### src/hw/rtl/matrix_vector_multiply_top_macros.svh
// Assertion helpers used by the block's datapath RTL.
// Each expects clk_i and rst_ni in scope.
`ifndef MATRIX_VECTOR_MULTIPLY_TOP_MACROS_SVH
`define MATRIX_VECTOR_MULTIPLY_TOP_MACROS_SVH

// Same-cycle implication.
`define MVM_ASSERT_IMP(lbl, ante, cons, msg) \
  lbl: assert property (@(posedge clk_i) disable iff (!rst_ni) (ante) |-> (cons)) \
    else $error(msg);

// Next-cycle implication.
`define MVM_ASSERT_NXT(lbl, ante, cons, msg) \
  lbl: assert property (@(posedge clk_i) disable iff (!rst_ni) (ante) |=> (cons)) \
    else $error(msg);

`endif

### src/hw/rtl/mvm_pkg.sv
package mvm_pkg;

  localparam int unsigned OP_W      = 2;
  localparam int unsigned IDX_W     = 4;
  localparam int unsigned DATA_W    = 32;
  localparam int unsigned CNT_W     = 5;
  localparam int unsigned ACC_W     = 48;
  localparam int unsigned PROD_W    = 64;
  localparam int unsigned FRAC_W    = 16;
  localparam int unsigned CFG_IDX_W = 2;

  // register indexes
  localparam logic [CFG_IDX_W-1:0] CFG_ROWS = 2'd0;
  localparam logic [CFG_IDX_W-1:0] CFG_COLS = 2'd1;

  localparam logic [CNT_W-1:0] CNT_RESET = 5'd16;

  typedef enum logic [OP_W-1:0] {
    OP_LOAD_MAT = 2'd0,
    OP_LOAD_VEC = 2'd1,
    OP_COMPUTE  = 2'd2
  } op_e;

  typedef enum logic [1:0] {
    ST_IDLE,
    ST_ISSUE,
    ST_DRAIN
  } state_e;

  // controller -> datapath
  typedef struct packed {
    logic load_mat;
    logic load_vec;
    logic start;     // row 0, column 0, clear accumulator
    logic issue;     // read one element pair, advance column
    logic next_row;  // advance row, column 0, clear accumulator
    logic emit;      // load the output register with the row sum
  } cmd_t;

  // datapath -> controller
  typedef struct packed {
    logic no_rows;
    logic col_end;
    logic col_last;
    logic last_row;
    logic busy;
    logic out_free;
  } stat_t;

endpackage

### src/hw/rtl/mvm_ctrl.sv
module mvm_ctrl (
  input  logic                          clk_i,
  input  logic                          rst_ni,
  input  logic                          in_valid_i,
  input  logic [mvm_pkg::OP_W-1:0]      op_i,
  input  mvm_pkg::stat_t                stat_i,
  output logic                          in_ready_o,
  output mvm_pkg::cmd_t                 cmd_o
);

  mvm_pkg::state_e state_q, state_d;

  always_ff @(posedge clk_i or negedge rst_ni) begin
    if (!rst_ni) begin
      state_q <= mvm_pkg::ST_IDLE;
    end else begin
      state_q <= state_d;
    end
  end

  always_comb begin
    state_d    = state_q;
    cmd_o      = '0;
    in_ready_o = 1'b0;
    unique case (state_q)
      mvm_pkg::ST_IDLE: begin
        in_ready_o = 1'b1;
        if (in_valid_i) begin
          unique case (mvm_pkg::op_e'(op_i))
            mvm_pkg::OP_LOAD_MAT: begin
              cmd_o.load_mat = 1'b1;
            end
            mvm_pkg::OP_LOAD_VEC: begin
              cmd_o.load_vec = 1'b1;
            end
            mvm_pkg::OP_COMPUTE: begin
              cmd_o.start = 1'b1;
              state_d     = stat_i.no_rows ? mvm_pkg::ST_IDLE : mvm_pkg::ST_ISSUE;
            end
            default: begin
              // unused opcode: word taken, nothing done
            end
          endcase
        end
      end
      mvm_pkg::ST_ISSUE: begin
        if (stat_i.col_end) begin
          state_d = mvm_pkg::ST_DRAIN;  // no columns in use
        end else begin
          cmd_o.issue = 1'b1;
          if (stat_i.col_last) begin
            state_d = mvm_pkg::ST_DRAIN;
          end
        end
      end
      mvm_pkg::ST_DRAIN: begin
        if (!stat_i.busy && stat_i.out_free) begin
          cmd_o.emit     = 1'b1;
          cmd_o.next_row = 1'b1;
          state_d = stat_i.last_row ? mvm_pkg::ST_IDLE : mvm_pkg::ST_ISSUE;
        end
      end
      default: begin
        state_d = mvm_pkg::ST_IDLE;
      end
    endcase
  end

endmodule

### config.mk
export PLATFORM = sky130hd
export DESIGN_NAME = mvm_ctrl
export DESIGN_NICKNAME = d
export VERILOG_FILES = /design/src/hw/rtl/matrix_vector_multiply_top_macros.svh /design/src/hw/rtl/mvm_pkg.sv /design/src/hw/rtl/mvm_ctrl.sv
export SDC_FILE = /design/constraint.sdc
export NUM_CORES = 1
export LEC_CHECK = 0
export ABC_AREA = 1
export BUFFER_PORTS_ARGS = -buffer_cell sky130_fd_sc_hd__buf_2
export CAP_MARGIN = 20
export CORE_AREA = 2 2 39 41
export CTS_BUF_LIST = sky130_fd_sc_hd__clkbuf_8
export DETAILED_ROUTE_END_ITERATION = 16
export DIE_AREA = 0 0 41 43
export GPL_TIMING_DRIVEN = 0
export PLACE_DENSITY = 0.42
export SLEW_MARGIN = 10
export SYNTH_ARGS = -nofsm -noshare
export SYNTH_HDL_FRONTEND = slang
export SYNTH_SLANG_ARGS = --single-unit
### constraint.sdc
create_clock -name clk_i -period 1.39 [get_ports clk_i]
set_input_delay 0.0695 -clock clk_i [delete_from_list [all_inputs] [get_ports clk_i]]
set_output_delay 0.0695 -clock clk_i [all_outputs]
set_load 0.03 [all_outputs]
==> flow_summary.toml <==
[status]
status = "completed"

[power_and_ir_drop]
seqPwrFrac_pct = 18.7
peakVddDrop_mv = 0.5718
p_int_uw = 381.8
leakage_uw = 0.0002127
power.share.combinational_pct = 48.7
powerDensity_nw_per_um2 = 1890
total_switching_power_uw = 311.0
pwr-share-clk_pct = 32.6
swShare_pct = 44.89

[floorplanning]
die_h_um = 43
rows = 14
io-pin-count = 18
core_area_um2 = 1384
start_util_pct = 13.56
fp.dieW_um = 41
dieArea_um2 = 1763

[drt]
avgRoutedWirePerCell_um = 7.676
routed-via-count = 252
drt-total-wl_um = 522
remaining_drc_errors = 0
dr.pass1.iters = 2
post_drt_via_cell_ratio = 3.706
ant_nets = 0
first_iter_violations = 1

[timing]
worstMarginPinSlew_ps = 212.9
rsz0062_at_grt = "false"
slew_viol_final = 0
setup_viol = 0
max_freq_mhz = 773.5
fin_crit_ps = 1293
skew_ps = 3.820
hold_ws_ps = 133.7
period_share_pct = 93.01
maxSlewHeadroom_pct = 85.69
hold_viol = 0

[setup_path]
regToRegEndpoint = "state_q[0]"
crit_chain = "nor2_4, inv_2, nor4_2, buf_4"
worstSetupStartpointType = "flip-flop"
slowest_delay_ps = 430
r2r_cells = 5
regToRegSetupSlack_ps = 430
worst_ep_arrival_time_ps = 1220
cp_slowest_cell = "dfrtp_1"
r2r-start = "state_q[0]"
crit_type = "reg2out"
critPathCaptureType = "output port"
crit_required_ps = 1320
crit_fanout = 4

[cts]
htree_levels = 1
clk_pin_slew_ps = 30
cts_tree = "built"
clk_latency_ps = 210
cts_sinks = 2
cts_inserted_buffers = 3
clock_tree.buffer_depth = 2
cts-root-buf = "clkbuf_8"
postCtsSetupBuffers = 0

[global_routing]
grt_pass1_vias = 226
grtUsageTotal_pct = 7.129
grt_max_degree = 5
antenna_found_initial = 0
grt_pass1_wl_um = 814
grt_overflow = 0

[placement]
portBuffers = 17
gp_congestion = 0.6790
place_hpwl_um = 416.1

[finish]
drive_above_1_share_pct = 53.85
final_common_cell = "buf_2"
largest_reg_flops = 2
nFillCells = 160
reg_top3 = "state_q: 2 flops"
final_cell_mix = "15 x buf_2, 7 x nand2_1, 6 x inv_1, 4 x nor2_1"
largest_register = "state_q"
final_core_util_pct = 26.49
finalNetCount = 65
area_growth_pct = 95.33
diodes = 0

[synthesis]
synth_warnings = 0
ys_seq_elements = 2
syn_nets = 42
yosysSeqAreaShare_pct = 26.67
syn_area_per_cell_um2 = 6.054
ys_types = 14
syn_area_um2 = 187.7
netlist_instances = 31

[run]
drv_cap = 0

[hold_path]
hold_class = "in2reg"
whs_path_depth = 3
min_from = "stat_i[3]"
holdPathEnd = "state_q[1]"
routing by layer:
layer / share of wire, % / up-vias / wire length (um) / GRT usage [%]
li1: - / 136 / - / -
met1: 42 / 110 / 218 / 8.039
met2: 53 / 6 / 277 / 9.688
met3: 5.0 / 0 / 26 / 3.141
met4: 0 / 0 / 0 / 6.000
met5: 0 / - / 0 / 0
cell families after synthesis:
family,Yosys count,synth area share (%)
DFF,2,26.67
AOI/OAI and AO/OA,1,2.664
and+or+nand+nor,19,50.67
buffers and inverters,9,20.00
repair_timing:
item                                   CTS  global route
hold buffers                             1             0
setup endpoints to repair                0             2
gates resized for setup                  0             4
endpoints found under the hold margin    2             0
critical path, delay by kind of cell (launching register included):
kind          cells  cell delay (ps)
buf+inv           2              260
flops             1              430
simple gates      2              320
cell usage after synthesis (all sizes together):
cell | number | area [um2]
buf | 1 | 7.510
dfrtp | 2 | 50.05
inv | 8 | 30.03
nand2 | 7 | 26.28
nand3 | 1 | 5.000
nand3b | 1 | 7.510
nand4 | 1 | 6.260
nor2 | 6 | 32.53
nor3 | 1 | 5.000
nor4 | 2 | 12.51
o21ai | 1 | 5.000
metrics by stage:
step           total power, uW  area, um2  TNS (ps)  std cells  worst slack [ps]
4_1_cts                  694.6      349.1         0         68             10.27
3_3_place_gp             455.0      297.8         0         64             255.3
5_1_grt                  748.9      366.6         0         68             11.55
2_1_floorplan            370.0      192.7    -679.2         31            -339.6
6_report                 692.8      366.6         0         68             97.18
3_5_place_dp             456.5      297.8         0         64             244.0
power groups by stage:
stage                     logic, uW  clock network [uW]  registers [uW]
after floorplan                 247                   0             123
after global placement          326                   0             128
after detailed placement        326                   0             130
after CTS                       329                 236             130
after global routing            372                 243             133
final                           338                 226             130
worst max path at each step:
| stage | startpoint | to | slack [ps] | cells after the start |
|---|---|---|---|---|
| 5_1_grt | state_q[1] | cmd_o[4] | 10 | 4 |
| 2_1_floorplan | state_q[1] | cmd_o[4] | -340 | 3 |
| 4_1_cts | state_q[1] | cmd_o[5] | 10 | 4 |
| 3_3_place_gp | state_q[1] | cmd_o[5] | 260 | 4 |
| 6_report | state_q[1] | cmd_o[5] | 100 | 4 |
| 3_5_place_dp | state_q[1] | cmd_o[5] | 240 | 4 |
cell type report:
class / instances / area (um2) / area share (%)
inverters: 8 / 30.03 / 8.191
repair buffers: 18 / 100.1 / 27.30
well taps: 16 / 20.02 / 5.461
clock buffers: 3 / 41.29 / 11.26
flip-flops and latches: 2 / 50.05 / 13.65
multi-input cells: 20 / 117.6 / 32.08
plain buffers: 1 / 7.507 / 2.048
(Power assumes the default switching activity.)
